$ cat config.mk
export PLATFORM = sky130hd
export DESIGN_NAME = single_wire_sensor_frame_reader
export DESIGN_NICKNAME = d
export VERILOG_FILES = /design/src/design/swsfr_pkg.sv /design/src/design/swsfr_in_stage.sv /design/src/design/swsfr_core.sv /design/src/design/swsfr_out_stage.sv /design/src/design/single_wire_sensor_frame_reader.sv
export SDC_FILE = /design/constraint.sdc
export NUM_CORES = 1
export LEC_CHECK = 0
export BUFFER_PORTS_ARGS = -buffer_cell sky130_fd_sc_hd__buf_2
export CAP_MARGIN = 20
export CORE_MARGIN = 1.5
export CORE_UTILIZATION = 55
export DETAILED_ROUTE_END_ITERATION = 10
export PLACE_DENSITY = 0.78
export SYNTH_ARGS = -nofsm -noshare
export SYNTH_HDL_FRONTEND = slang
export SYNTH_SLANG_ARGS = --single-unit
export TNS_END_PERCENT = 10
$ cat constraint.sdc
create_clock -name clk -period 5.7 [get_ports clk]
set_input_delay 1.71 -clock clk [delete_from_list [all_inputs] [get_ports clk]]
set_output_delay 1.71 -clock clk [all_outputs]
set_load 0.03 [all_outputs]
$ cat src/design/swsfr_pkg.sv
package swsfr_pkg;

  typedef enum logic [1:0] {
    ACT_START = 2'd0,
    ACT_TIMER = 2'd1,
    ACT_EDGE  = 2'd2,
    ACT_CHECK = 2'd3
  } action_t;

  typedef enum logic [3:0] {
    PH_STOPPED   = 4'd0,
    PH_HOST_LOW  = 4'd1,
    PH_HOST_HIGH = 4'd2,
    PH_WAIT_RESP = 4'd3,
    PH_SENS_HIGH = 4'd4,
    PH_XFER      = 4'd5,
    PH_CHECK     = 4'd6,
    PH_READY     = 4'd7,
    PH_CS_ERR    = 4'd8,
    PH_NO_RESP   = 4'd9
  } phase_t;

  // configuration register indexes
  localparam logic [2:0] REG_HOST_LOW_PERIODS = 3'd0;
  localparam logic [2:0] REG_HOST_HIGH_TIME   = 3'd1;
  localparam logic [2:0] REG_RESP_WIDTH_LOW   = 3'd2;
  localparam logic [2:0] REG_RESP_WIDTH_HIGH  = 3'd3;
  localparam logic [2:0] REG_ZERO_WIDTH_LOW   = 3'd4;
  localparam logic [2:0] REG_BIT_SPLIT_WIDTH  = 3'd5;
  localparam logic [2:0] REG_ONE_WIDTH_HIGH   = 3'd6;

  localparam int unsigned CFG_ADDR_W = 3;
  localparam int unsigned CFG_DATA_W = 8;

  localparam logic [7:0] COMPARE_MAX = 8'd255;

  typedef struct packed {
    action_t    action;
    logic [7:0] pulse_width;
  } item_t;

  typedef struct packed {
    logic listen;
    logic drive_low;
    logic rising;
    logic timer_on;
  } line_ctl_t;

  typedef struct packed {
    phase_t            state_code;
    logic              start_accepted;
    logic              line_drive_low;
    logic              line_is_input;
    logic              edge_is_rising;
    logic [7:0]        timer_compare;
    logic              timer_running;
    logic [7:0]        humidity_whole;
    logic [3:0]        humidity_tenths;
    logic signed [7:0] temperature_whole;
    logic [3:0]        temperature_tenths;
  } result_t;

endpackage

$ cat src/design/swsfr_in_stage.sv
module swsfr_in_stage
  import swsfr_pkg::*;
(
  input  logic  clk,
  input  logic  rst_n,
  input  logic  in_valid,
  output logic  in_stall,
  input  item_t in_item,
  input  logic  consume,
  output logic  item_valid,
  output item_t item
);

  logic  valid_r;
  item_t item_r;

  assign in_stall   = valid_r && !consume;
  assign item_valid = valid_r;
  assign item       = item_r;

  always_ff @(posedge clk) begin
    if (!rst_n) begin
      valid_r <= 1'b0;
    end else if (!in_stall) begin
      valid_r <= in_valid;
    end
  end

  always_ff @(posedge clk) begin
    if (!in_stall && in_valid) begin
      item_r <= in_item;
    end
  end

endmodule

$ cat src/design/swsfr_core.sv
module swsfr_core
  import swsfr_pkg::*;
(
  input  logic                  clk,
  input  logic                  rst_n,
  input  logic                  cfg_wr_en,
  input  logic [CFG_ADDR_W-1:0] cfg_addr,
  input  logic [CFG_DATA_W-1:0] cfg_wdata,
  input  logic                  advance,
  input  item_t                 item,
  output result_t               result_nxt
);

  localparam logic [16:0] RECIP10 = 17'd52429;  // ceil(2^19 / 10)

  logic [7:0] reg_periods_r, reg_high_time_r, reg_resp_lo_r, reg_resp_hi_r;
  logic [7:0] reg_zero_lo_r, reg_split_r, reg_one_hi_r;

  phase_t    phase_r, phase_nxt;
  logic [7:0] lpc_r, lpc_nxt;
  logic [5:0] bits_r, bits_nxt;
  logic [15:0] hum_r, hum_nxt;
  logic [15:0] temp_r, temp_nxt;
  logic [7:0] csum_r, csum_nxt;
  line_ctl_t lc_r, lc_nxt;
  logic [7:0] cmp_r, cmp_nxt;
  logic       accepted;

  logic       resp_ok, zero_ok, one_ok;
  logic [7:0] byte_sum;

  logic [32:0] hum_prod;
  logic [31:0] mag_prod;
  logic [12:0] hum_q, mag_q;
  logic [15:0] hum_rem;
  logic [14:0] mag, mag_rem;
  logic [7:0]  temp_whole;

  always_ff @(posedge clk) begin
    if (!rst_n) begin
      reg_periods_r   <= 8'd2;
      reg_high_time_r <= 8'd40;
      reg_resp_lo_r   <= 8'd60;
      reg_resp_hi_r   <= 8'd100;
      reg_zero_lo_r   <= 8'd50;
      reg_split_r     <= 8'd110;
      reg_one_hi_r    <= 8'd160;
    end else if (cfg_wr_en) begin
      case (cfg_addr)
        REG_HOST_LOW_PERIODS: reg_periods_r   <= cfg_wdata;
        REG_HOST_HIGH_TIME:   reg_high_time_r <= cfg_wdata;
        REG_RESP_WIDTH_LOW:   reg_resp_lo_r   <= cfg_wdata;
        REG_RESP_WIDTH_HIGH:  reg_resp_hi_r   <= cfg_wdata;
        REG_ZERO_WIDTH_LOW:   reg_zero_lo_r   <= cfg_wdata;
        REG_BIT_SPLIT_WIDTH:  reg_split_r     <= cfg_wdata;
        REG_ONE_WIDTH_HIGH:   reg_one_hi_r    <= cfg_wdata;
        default: ;
      endcase
    end
  end

  always_ff @(posedge clk) begin
    if (!rst_n) begin
      phase_r <= PH_STOPPED;
      lpc_r   <= 8'd0;
      bits_r  <= 6'd0;
      hum_r   <= 16'd0;
      temp_r  <= 16'd0;
      csum_r  <= 8'd0;
      lc_r    <= '{listen: 1'b0, drive_low: 1'b0, rising: 1'b1, timer_on: 1'b0};
      cmp_r   <= COMPARE_MAX;
    end else if (advance) begin
      phase_r <= phase_nxt;
      lpc_r   <= lpc_nxt;
      bits_r  <= bits_nxt;
      hum_r   <= hum_nxt;
      temp_r  <= temp_nxt;
      csum_r  <= csum_nxt;
      lc_r    <= lc_nxt;
      cmp_r   <= cmp_nxt;
    end
  end

  assign resp_ok = (item.pulse_width > reg_resp_lo_r) && (item.pulse_width < reg_resp_hi_r);
  assign zero_ok = (item.pulse_width > reg_zero_lo_r) && (item.pulse_width <= reg_split_r);
  assign one_ok  = (item.pulse_width > reg_split_r) && (item.pulse_width <= reg_one_hi_r);
  assign byte_sum = hum_r[15:8] + hum_r[7:0] + temp_r[15:8] + temp_r[7:0];

  // next state
  always_comb begin
    phase_nxt = phase_r;
    lpc_nxt   = lpc_r;
    bits_nxt  = bits_r;
    hum_nxt   = hum_r;
    temp_nxt  = temp_r;
    csum_nxt  = csum_r;
    lc_nxt    = lc_r;
    cmp_nxt   = cmp_r;
    accepted  = 1'b0;
    case (item.action)
      ACT_START: begin
        if (phase_r inside {PH_STOPPED, PH_READY, PH_CS_ERR, PH_NO_RESP}) begin
          hum_nxt          = 16'd0;
          temp_nxt         = 16'd0;
          csum_nxt         = 8'd0;
          lpc_nxt          = 8'd0;
          bits_nxt         = 6'd0;
          lc_nxt.listen    = 1'b0;
          lc_nxt.drive_low = 1'b1;
          lc_nxt.timer_on  = 1'b1;
          cmp_nxt          = COMPARE_MAX;
          phase_nxt        = PH_HOST_LOW;
          accepted         = 1'b1;
        end
      end
      ACT_TIMER: begin
        if (lc_r.timer_on) begin
          case (phase_r)
            PH_HOST_LOW: begin
              if (reg_periods_r != 8'd0 && lpc_r < reg_periods_r - 8'd1) begin
                lpc_nxt = lpc_r + 8'd1;
              end else begin
                lc_nxt.drive_low = 1'b0;
                lpc_nxt          = 8'd0;
                phase_nxt        = PH_HOST_HIGH;
                cmp_nxt          = reg_high_time_r;
              end
            end
            PH_HOST_HIGH: begin
              cmp_nxt   = COMPARE_MAX;
              lc_nxt    = '{listen: 1'b1, drive_low: 1'b0, rising: 1'b1, timer_on: 1'b1};
              phase_nxt = PH_WAIT_RESP;
            end
            default: begin
              // sensor timed out while listening: back to driven high, timer off
              phase_nxt        = PH_NO_RESP;
              lc_nxt.listen    = 1'b0;
              lc_nxt.drive_low = 1'b0;
              lc_nxt.timer_on  = 1'b0;
              bits_nxt         = 6'd0;
            end
          endcase
        end
      end
      ACT_EDGE: begin
        if (lc_r.listen) begin
          if (phase_r == PH_WAIT_RESP && resp_ok) begin
            lc_nxt.rising = 1'b0;
            phase_nxt     = PH_SENS_HIGH;
          end else if (phase_r == PH_SENS_HIGH && resp_ok) begin
            phase_nxt = PH_XFER;
          end else if (phase_r == PH_XFER) begin
            if (zero_ok) begin
              bits_nxt = bits_r + 6'd1;
            end else if (one_ok) begin
              // MSB first: bit n lands at 15-n, 31-n or 39-n
              case (bits_r[5:4])
                2'b00:   hum_nxt[~bits_r[3:0]]  = 1'b1;
                2'b01:   temp_nxt[~bits_r[3:0]] = 1'b1;
                2'b10:   csum_nxt[~bits_r[2:0]] = 1'b1;
                default: ;
              endcase
              bits_nxt = bits_r + 6'd1;
            end
            if (bits_nxt > 6'd39) begin
              lc_nxt.listen    = 1'b0;
              lc_nxt.drive_low = 1'b0;
              lc_nxt.timer_on  = 1'b0;
              bits_nxt         = 6'd0;
              phase_nxt        = PH_CHECK;
            end
          end
        end
      end
      ACT_CHECK: begin
        if (phase_r == PH_CHECK) begin
          phase_nxt = (csum_r == byte_sum) ? PH_READY : PH_CS_ERR;
        end
      end
      default: ;
    endcase
  end

  // Readings come from the stored frame; it never changes on the way into ready.
  assign mag      = temp_r[14:0];
  assign hum_prod = hum_r * RECIP10;
  assign mag_prod = mag * RECIP10;
  assign hum_q    = hum_prod[31:19];
  assign mag_q    = mag_prod[31:19];
  assign hum_rem  = hum_r - 16'({hum_q, 3'b000} + {hum_q, 1'b0});
  assign mag_rem  = mag - 15'({mag_q, 3'b000} + {mag_q, 1'b0});
  assign temp_whole = temp_r[15] ? 8'(8'd0 - mag_q[7:0]) : mag_q[7:0];

  // result
  always_comb begin
    result_nxt                    = '0;
    result_nxt.state_code         = phase_nxt;
    result_nxt.start_accepted     = accepted;
    result_nxt.line_drive_low     = !lc_nxt.listen && lc_nxt.drive_low;
    result_nxt.line_is_input      = lc_nxt.listen;
    result_nxt.edge_is_rising     = lc_nxt.rising;
    result_nxt.timer_compare      = cmp_nxt;
    result_nxt.timer_running      = lc_nxt.timer_on;
    if (phase_nxt == PH_READY) begin
      result_nxt.humidity_whole     = hum_q[7:0];
      result_nxt.humidity_tenths    = hum_rem[3:0];
      result_nxt.temperature_whole  = temp_whole;
      result_nxt.temperature_tenths = mag_rem[3:0];
    end
  end

endmodule

$ cat src/design/swsfr_out_stage.sv
module swsfr_out_stage
  import swsfr_pkg::*;
(
  input  logic    clk,
  input  logic    rst_n,
  input  logic    load,
  input  result_t result_nxt,
  input  logic    out_stall,
  output logic    can_load,
  output logic    out_valid,
  output result_t result
);

  logic    valid_r;
  result_t result_r;

  assign can_load  = !valid_r || !out_stall;
  assign out_valid = valid_r;
  assign result    = result_r;

  always_ff @(posedge clk) begin
    if (!rst_n) begin
      valid_r <= 1'b0;
    end else if (load) begin
      valid_r <= 1'b1;
    end else if (!out_stall) begin
      valid_r <= 1'b0;
    end
  end

  always_ff @(posedge clk) begin
    if (load) begin
      result_r <= result_nxt;
    end
  end

endmodule

$ cat src/design/single_wire_sensor_frame_reader.sv
// A result is offered after its input transfer passes the input register and
// then the state update into the result register; an output stall can hold it.
// Throughput: one item per cycle while out_stall is low; the state update
// and divide-by-ten multiplies sit in a single stage between the two registers.
// Reset (rst_n low, synchronous): clears the pipeline valids, the frame state
// and line control, and loads the configuration registers with their defaults.
module single_wire_sensor_frame_reader
  import swsfr_pkg::*;
(
  input  logic                  clk,
  input  logic                  rst_n,
  input  logic                  cfg_wr_en,
  input  logic [CFG_ADDR_W-1:0] cfg_addr,
  input  logic [CFG_DATA_W-1:0] cfg_wdata,
  input  logic                  in_valid,
  output logic                  in_stall,
  input  logic [1:0]            in_action,
  input  logic [7:0]            in_pulse_width,
  output logic                  out_valid,
  input  logic                  out_stall,
  output logic [3:0]            out_state_code,
  output logic                  out_start_accepted,
  output logic                  out_line_drive_low,
  output logic                  out_line_is_input,
  output logic                  out_edge_is_rising,
  output logic [7:0]            out_timer_compare,
  output logic                  out_timer_running,
  output logic [7:0]            out_humidity_whole,
  output logic [3:0]            out_humidity_tenths,
  output logic signed [7:0]     out_temperature_whole,
  output logic [3:0]            out_temperature_tenths
);

  item_t   in_item, item;
  logic    item_valid, can_load, advance;
  result_t result_nxt, result;

  assign in_item.action      = action_t'(in_action);
  assign in_item.pulse_width = in_pulse_width;
  assign advance             = item_valid && can_load;

  swsfr_in_stage u_in (
    .clk        (clk),
    .rst_n      (rst_n),
    .in_valid   (in_valid),
    .in_stall   (in_stall),
    .in_item    (in_item),
    .consume    (can_load),
    .item_valid (item_valid),
    .item       (item)
  );

  swsfr_core u_core (
    .clk        (clk),
    .rst_n      (rst_n),
    .cfg_wr_en  (cfg_wr_en),
    .cfg_addr   (cfg_addr),
    .cfg_wdata  (cfg_wdata),
    .advance    (advance),
    .item       (item),
    .result_nxt (result_nxt)
  );

  swsfr_out_stage u_out (
    .clk        (clk),
    .rst_n      (rst_n),
    .load       (advance),
    .result_nxt (result_nxt),
    .out_stall  (out_stall),
    .can_load   (can_load),
    .out_valid  (out_valid),
    .result     (result)
  );

  assign out_state_code         = result.state_code;
  assign out_start_accepted     = result.start_accepted;
  assign out_line_drive_low     = result.line_drive_low;
  assign out_line_is_input      = result.line_is_input;
  assign out_edge_is_rising     = result.edge_is_rising;
  assign out_timer_compare      = result.timer_compare;
  assign out_timer_running      = result.timer_running;
  assign out_humidity_whole     = result.humidity_whole;
  assign out_humidity_tenths    = result.humidity_tenths;
  assign out_temperature_whole  = result.temperature_whole;
  assign out_temperature_tenths = result.temperature_tenths;

endmodule

---- After elaboration in Yosys (flattened, before gate mapping) ----
Index checks and enable logic that the tools add are counted.
cells by class
  bitwise operators ....................... 5
  reductions and logical operators ........ 40
  equal/unequal tests ..................... 36
  magnitude comparators ................... 12
  add/subtract/negate cells ............... 11
  $mul .................................... 2
  multiplexer cells ....................... 92
operator list
  operator                number
  $mux 16                 15
  $mux 8                  15
  $mux 6                  15
  $pmux 16 s2             2
  $pmux 8 s2              4
  $mux 4                  12
  $or 16x16->16           2
  $reduce_and 10->1       3
  $mul 15x16->27 const B  1
  $mul 16x16->27 const B  1
  $add 8x8->8             3
  $gt 8x8->1              3
  $eq 4x3->1 const B      5
  $pmux 6 s3              1
  $le 8x8->1              2
  $lt 8x8->1              2
  $ne 2x2->1 const B      8
  $pmux 4 s4              1
  $mux 1                  15
  $reduce_and 2->1        7
  $logic_and 1x1->1       12
  $ne 2x1->1 const B      6
  $mux 2                  5
  $eq 3x3->1 const B      3
  other kinds (40)        55
word-level totals
  output and inout port bits .............. 43
  bits in registers ....................... 179
  logic and storage cells ................. 231
  input bits .............................. 26

---- Logic depth before layout (Yosys ltp) ----
  depth after elaboration ................. 18
  mapped depth ............................ 25

---- Modules after synthesis ----
Synthesis repeated with hierarchy kept, for this count alone.
unflattened totals
  cell total of the unflattened synthesis .. 1791
  area total of the unflattened synthesis .. 16727.3 sq um
modules (own cells, without submodules)
  module                           times used  cells each  area each (sq um)  seq. area each (sq um)
  swsfr_core                       1           1731        15107.0            2522.4
  swsfr_out_stage                  1           45          1266.2             1251.2
  swsfr_in_stage                   1           14          347.8              320.3
  single_wire_sensor_frame_reader  1           1           6.3                0.0

---- Worst setup path after synthesis ----
Ideal clock, no wire load.
  path kind ............................... reg-to-reg
  from .................................... register u_core.hum_r[5]
  to ...................................... register u_out.result_r, in the netlist u_out.result[15], data pin
  stages on the path, launching flop included .. 24
  data required time ...................... 5445 ps
  slack ................................... -139 ps
  arrival ................................. 5584 ps
  clock period less this slack ............ 5839 ps
  cells stage by stage .................... dfxtp_1 ha_1 inv_1 fa_1 inv_1 fa_1 inv_1 fa_1 fa_1 fa_1 inv_1 ha_1 a21o_1 a21o_1 nor3_1 o21ai_0 a31oi_1 xor2_1 inv_1 ha_1 a21oi_1 xnor2_1 xnor2_1 nor2_2
between the ends
  elaborated cells between the ends (all ways) .. 11
  those cells by class .................... 5 x add/sub; 1 x mul; 2 x eq/ne; 3 x mux
RTL lines
  item                      RTL line               RTL
  start: declaration        swsfr_core.sv:22       logic [15:0] hum_r, hum_nxt;
  start signal: assignment  swsfr_core.sv:76       hum_r <= hum_nxt;
  $mul 16x16->27            swsfr_core.sv:186      assign hum_prod = hum_r * RECIP10;
  via u_core.hum_prod[20]   swsfr_core.sv:32       logic [32:0] hum_prod;
  $add 4x4->4               swsfr_core.sv:190      assign hum_rem = hum_r - 16'({hum_q, 3'b000} + {hum_q, 1'b0});
  $sub 4x4->4               swsfr_core.sv:190
  end signal: assignment    swsfr_out_stage.sv:33  result_r <= result_nxt;
  end: declaration          swsfr_out_stage.sv:15  result_t result_r;
The timed path passes the listed nets, and every way through them passes these cells.
A chain may end at the register's enable or synchronous reset.

---- Worst setup path after layout ----
  from .................................... register u_core.hum_r[7]
  to ...................................... register u_out.result_r, in the netlist u_out.result[15], data pin
The elaborated chain is that of the path after synthesis.

==> impl_metrics.prom <==
# TYPE chip_impl_metric gauge
chip_impl_metric{name="detail_route.wl_per_cell",unit="um"} 18.06
chip_impl_info{name="cts_tree",value="built"} 1
chip_impl_metric{name="ff2ff_setup_slack",unit="ns"} -0.06
chip_impl_metric{name="cts.sink_count",unit=""} 179
chip_impl_info{name="timing.hold.worst_endpoint",value="u_core.reg_one_hi_r[1]$_SDFFE_PN0P_"} 1
chip_impl_metric{name="min_period_over_period",unit=""} 1.011
chip_impl_metric{name="final_layout_size_suffix_gt1_frac",unit=""} 0.2074
chip_impl_metric{name="synth-edff-count",unit=""} 51
chip_impl_info{name="setup_repair_after_global_routing_missed_its_margin",value="true"} 1
chip_impl_metric{name="ir_drop",unit="uV"} 220.9
chip_impl_info{name="status",value="finished with violations"} 1
chip_impl_metric{name="placed_cells_incl_taps",unit=""} 2337
chip_impl_metric{name="reg2reg_depth",unit=""} 21
chip_impl_metric{name="drt_iter0_markers",unit=""} 1012
chip_impl_info{name="most-common-layout-cells",value="sky130_fd_sc_hd__inv_1 (293), sky130_fd_sc_hd__ha_1 (234), sky130_fd_sc_hd__nand2_1 (150), sky130_fd_sc_hd__fa_1 (139), sky130_fd_sc_hd__buf_4 (137)"} 1
chip_impl_metric{name="report.final.setup_viol",unit=""} 3
chip_impl_metric{name="finish.cell_count_without_fillers",unit=""} 2396
chip_impl_info{name="worstPathCellList",value="buf_4, ha_4, inv_2, fa_1, fa_1, fa_1, fa_1, inv_1, fa_1, ha_1, a21o_1, nor3_2, o21ai_2, a31oi_4, xor2_2, inv_1, ha_4, xor2_1, xnor2_2, xnor2_1, nor2_2"} 1
chip_impl_info{name="hold_class",value="reg2reg"} 1
chip_impl_metric{name="antenna_cells_inserted",unit=""} 0
chip_impl_metric{name="syn_inst",unit=""} 1800
chip_impl_metric{name="core_region_area",unit="um2"} 29720
chip_impl_info{name="critPathTopFamily",value="adder cells"} 1
chip_impl_info{name="layout_commonest_cell",value="sky130_fd_sc_hd__inv_1"} 1
chip_impl_metric{name="maxCapViolations",unit=""} 0
chip_impl_metric{name="layout.core_utilization",unit=""} 0.6645
chip_impl_metric{name="area_used_by_multi_input_combinational_logic",unit="um2"} 11910
chip_impl_metric{name="cp_max_fo",unit=""} 3
chip_impl_metric{name="grt_remaining_overflow",unit=""} 0
chip_impl_metric{name="stdcell_area",unit="um2"} 19750
chip_impl_metric{name="maxClockFrequency",unit="GHz"} 0.1736
chip_impl_metric{name="clock_tree.htree_level_count",unit=""} 4
chip_impl_metric{name="cts_hold_repair.buffers",unit=""} 0
chip_impl_metric{name="number_of_i_o_port_buffers",unit=""} 68
chip_impl_info{name="dominant_synthesized_flop_cell",value="sky130_fd_sc_hd__dfxtp_1"} 1
chip_impl_info{name="worst_r2r_startpoint",value="u_core.hum_r[7]$_SDFFE_PN0P_"} 1
chip_impl_metric{name="cts_made_buffers",unit=""} 17
chip_impl_metric{name="post-dp-hpwl",unit="mm"} 32.62
chip_impl_info{name="worst_path_class_setup",value="reg2reg"} 1
chip_impl_metric{name="clock_skew",unit="ns"} 0.008305
chip_impl_metric{name="hold_path_depth",unit=""} 2
chip_impl_metric{name="grt_pass1_vias",unit=""} 14070
chip_impl_metric{name="initial_standard_cell_utilization_of_the_core",unit=""} 0.5617
chip_impl_metric{name="synthesized_netlist_net_count",unit=""} 2246
chip_impl_info{name="cp_capture_type",value="flip-flop"} 1
chip_impl_info{name="slowest_stage",value="sky130_fd_sc_hd__fa_1"} 1
chip_impl_metric{name="timing_hold_violations_final",unit=""} 0
chip_impl_metric{name="first_pass_grt_wire_length",unit="mm"} 69.83
chip_impl_metric{name="clock_transition_time_at_the_flip_flop_clock_pins_of_the_worst_setup_and_hold_paths",unit="ns"} 0.07
chip_impl_metric{name="area.sequential",unit="um2"} 4133
chip_impl_metric{name="gp_congestion",unit=""} 0.9691
chip_impl_metric{name="max_stage_delay",unit="ns"} 0.55
chip_impl_metric{name="clockBufferDepth",unit=""} 2
chip_impl_info{name="critical_path.reg2reg.endpoint",value="u_out.result[15]$_SDFFCE_PP0P_"} 1
chip_impl_metric{name="yosysTopAreaCellShare",unit=""} 0.2031
chip_impl_metric{name="finalWorstSetupSlack",unit="ns"} -0.06004
chip_impl_metric{name="standard_cell_area_after_detailed_placement",unit="um2"} 18260
chip_impl_metric{name="final_net_count",unit=""} 2439
chip_impl_info{name="startpoint_type",value="flip-flop"} 1
chip_impl_metric{name="critPathRequiredTime",unit="ns"} 5.89
chip_impl_info{name="timing.hold.worst.start",value="u_core.reg_one_hi_r[1]$_SDFFE_PN0P_"} 1
chip_impl_metric{name="max-slew-margin-rel",unit=""} 0.3435
chip_impl_metric{name="critical_path_arrival",unit="ns"} 5.95
chip_impl_metric{name="antenna_violating_nets_post_route",unit=""} 0
chip_impl_metric{name="timing_worst_slew_pin_value",unit="ns"} 0.9833
chip_impl_metric{name="p_leak",unit="nW"} 9.546
chip_impl_metric{name="vias_per_cell",unit=""} 5.649
chip_impl_metric{name="floorplan.die_area",unit="um2"} 31400
chip_impl_metric{name="die_w",unit="um"} 177.2
chip_impl_metric{name="layout.filler_cells",unit=""} 2206
chip_impl_metric{name="final_max_slew_viol_count",unit=""} 0
chip_impl_info{name="crit_top_cell",value="sky130_fd_sc_hd__fa_1"} 1
chip_impl_metric{name="total_global_route_track_usage",unit=""} 0.2838
chip_impl_metric{name="die_height",unit="um"} 177.2
chip_impl_info{name="ys_top_cells_by_area",value="sky130_fd_sc_hd__ha_1 (20%), sky130_fd_sc_hd__fa_1 (18%), sky130_fd_sc_hd__dfxtp_1 (15%), sky130_fd_sc_hd__edfxtp_1 (9.2%), sky130_fd_sc_hd__inv_1 (7.1%)"} 1
chip_impl_metric{name="yosys_register_bits",unit=""} 179
chip_impl_metric{name="initial_antenna_violation_count",unit=""} 0
chip_impl_metric{name="postSynth.asyncResetShare",unit=""} 0
chip_impl_metric{name="report.power.total",unit="mW"} 2.806
chip_impl_metric{name="ys_types",unit=""} 90
chip_impl_metric{name="final.hold.worst_slack",unit="ns"} 0.4543
chip_impl_metric{name="powerDensity",unit="nW/um2"} 142.1
chip_impl_metric{name="worst-path-buf-inv",unit=""} 4
chip_impl_info{name="violated_checks",value="negative setup slack"} 1
chip_impl_metric{name="drt-total-wl",unit="mm"} 43.28
chip_impl_metric{name="synth-warning-count",unit=""} 0
chip_impl_metric{name="ios",unit=""} 69
chip_impl_metric{name="grt_start_max_net_pins",unit=""} 55
chip_impl_metric{name="clkLatencyLatePin",unit="ns"} 0.45
chip_impl_metric{name="areaGrowthSynthToFinish",unit="%"} 18.31
chip_impl_metric{name="yosysSeqAreaShare",unit=""} 0.2453
chip_impl_info{name="cell_taking_the_most_area_after_synthesis",value="sky130_fd_sc_hd__ha_1"} 1
chip_impl_metric{name="syn-cell-area",unit="um2"} 16690
chip_impl_metric{name="min_tclk_post_route",unit="ns"} 5.760
chip_impl_metric{name="placementRows",unit=""} 63
chip_impl_metric{name="post_synth.cell_area_avg",unit="um2"} 9.273
chip_impl_metric{name="number_of_design_rule_violations_left_after_detail_routing",unit=""} 0
chip_impl_metric{name="routed-via-count",unit=""} 13530
chip_impl_metric{name="detail_route.first_pass.iterations",unit=""} 6
chip_impl_info{name="ctsRootBufferMaster",value="sky130_fd_sc_hd__clkbuf_16"} 1
==> synth_stat cells, drive strengths merged (19+ instances only) <==
cell / instances
nand3: 32
inv: 318
xnor2: 43
o21ai: 45
a21oi: 141
xor2: 27
nand2: 150
nor3: 24
nand4: 19
ha: 271
edfxtp: 51
o211ai: 30
fa: 149
nor2: 145
dfxtp: 128
clkbuf: 32
==> state kept, by name, summed over array words and instances (netlist names) <==
name / count
u_core.csum_r: 8
u_core.lc_r: 4
u_core.phase_r: 4
u_core.reg_zero_lo_r: 8
u_core.lpc_r: 8
u_in.item_valid: 1
u_core.bits_r: 6
u_core.temp_r: 16
u_core.reg_resp_hi_r: 8
u_core.reg_resp_lo_r: 8
u_core.reg_periods_r: 8
u_core.reg_one_hi_r: 8
u_core.reg_high_time_r: 8
u_in.item: 10
u_out.result: 41
u_out.out_valid: 1
u_core.cmp_r: 8
u_core.reg_split_r: 8
u_core.hum_r: 16
==> worst register-to-register path, cell delays in order, from the launching register on <==
cell and delay [ns]:
sky130_fd_sc_hd__dfxtp_2 0.34, sky130_fd_sc_hd__buf_4 0.14, sky130_fd_sc_hd__ha_4 0.27, sky130_fd_sc_hd__inv_2 0.05
sky130_fd_sc_hd__fa_1 0.55, sky130_fd_sc_hd__fa_1 0.43, sky130_fd_sc_hd__fa_1 0.48, sky130_fd_sc_hd__fa_1 0.55
sky130_fd_sc_hd__inv_1 0.06, sky130_fd_sc_hd__fa_1 0.47, sky130_fd_sc_hd__ha_1 0.32, sky130_fd_sc_hd__a21o_1 0.23
sky130_fd_sc_hd__nor3_2 0.20, sky130_fd_sc_hd__o21ai_2 0.11, sky130_fd_sc_hd__a31oi_4 0.21, sky130_fd_sc_hd__xor2_2 0.21
sky130_fd_sc_hd__inv_1 0.10, sky130_fd_sc_hd__ha_4 0.17, sky130_fd_sc_hd__xor2_1 0.22, sky130_fd_sc_hd__xnor2_2 0.11
sky130_fd_sc_hd__xnor2_1 0.22, sky130_fd_sc_hd__nor2_2 0.06
==> power breakdown <==
group / internal (mW) / switching, mW
combinational: 0.0922 / 0.188
sequential: 1.34 / 0.0270
clock: 0.638 / 0.521
==> logic make-up (layout without fill, tap and decap cells) <==
family / Yosys count / after routing / synth area share
AO/OA/AOI/OAI: 309 / 309 / 0.1181
XOR/XNOR: 70 / 70 / 0.03673
adder cells (fa/ha/maj): 420 / 420 / 0.3819
buffers and inverters: 357 / 563 / 0.08283
flip-flops: 179 / 179 / 0.2453
multiplexers: 2 / 2 / 0.001574
AND/OR/NAND/NOR: 463 / 463 / 0.1337
==> area by class of cell <==
type                            count  share of cell area
Inverter                          319             0.06076
Clock inverter                      8            0.003295
Clock buffer                       24             0.02604
Tap cell                          390             0.02471
Timing Repair Buffer              212             0.07299
Multi-Input combinational cell   1264              0.6029
Sequential cell                   179              0.2093
==> worst max path at each step <==
| stage | startpoint | end | slack (ns) | cells after the start |
|---|---|---|---|---|
| 2_1_floorplan | u_core.temp_r[6]$_SDFFE_PN0P_ | u_out.result[10]$_SDFFCE_PP0P_ | -0.02 | 21 |
| 3_3_place_gp | u_core.hum_r[5]$_SDFFE_PN0P_ | u_out.result[23]$_SDFFCE_PP0P_ | -0.09 | 23 |
| 3_5_place_dp | u_core.hum_r[6]$_SDFFE_PN0P_ | u_out.result[15]$_SDFFCE_PP0P_ | -0.26 | 23 |
| 4_1_cts | u_core.temp_r[4]$_SDFFE_PN0P_ | u_out.result[10]$_SDFFCE_PP0P_ | -0.05 | 20 |
| 5_1_grt | u_core.temp_r[4]$_SDFFE_PN0P_ | u_out.result[11]$_SDFFCE_PP0P_ | -0.23 | 22 |
| 6_report | u_core.hum_r[7]$_SDFFE_PN0P_ | u_out.result[15]$_SDFFCE_PP0P_ | -0.06 | 21 |
==> layer usage <==
metal	share of wire	vias to the layer above	GRT usage
met5	0	-	0
met4	0.027	0	0.09463
met3	0.051	100	0.03716
met2	0.51	448	0.5007
met1	0.41	6589	0.3570
li1	-	6397	-
==> repair_timing <==
item / CTS / global route
setup endpoints to repair: 15 / 18
buffers inserted: 18 / 8
resized for setup: 80 / 60
cloned: 0 / 0
pin swaps: 57 / 49
endpoints found under the hold margin: 0 / 0
==> per-stage QoR <==
stage / TNS [ns] / setup slack, ns
finish: -0.07182 / -0.06004
floorplan: -0.01985 / -0.01985
global route: -1.278 / -0.2299
global placement: -0.3787 / -0.08813
detailed placement: -1.874 / -0.2646
CTS: -0.1095 / -0.05466
Note: power is estimated with default switching activity, not from simulation.
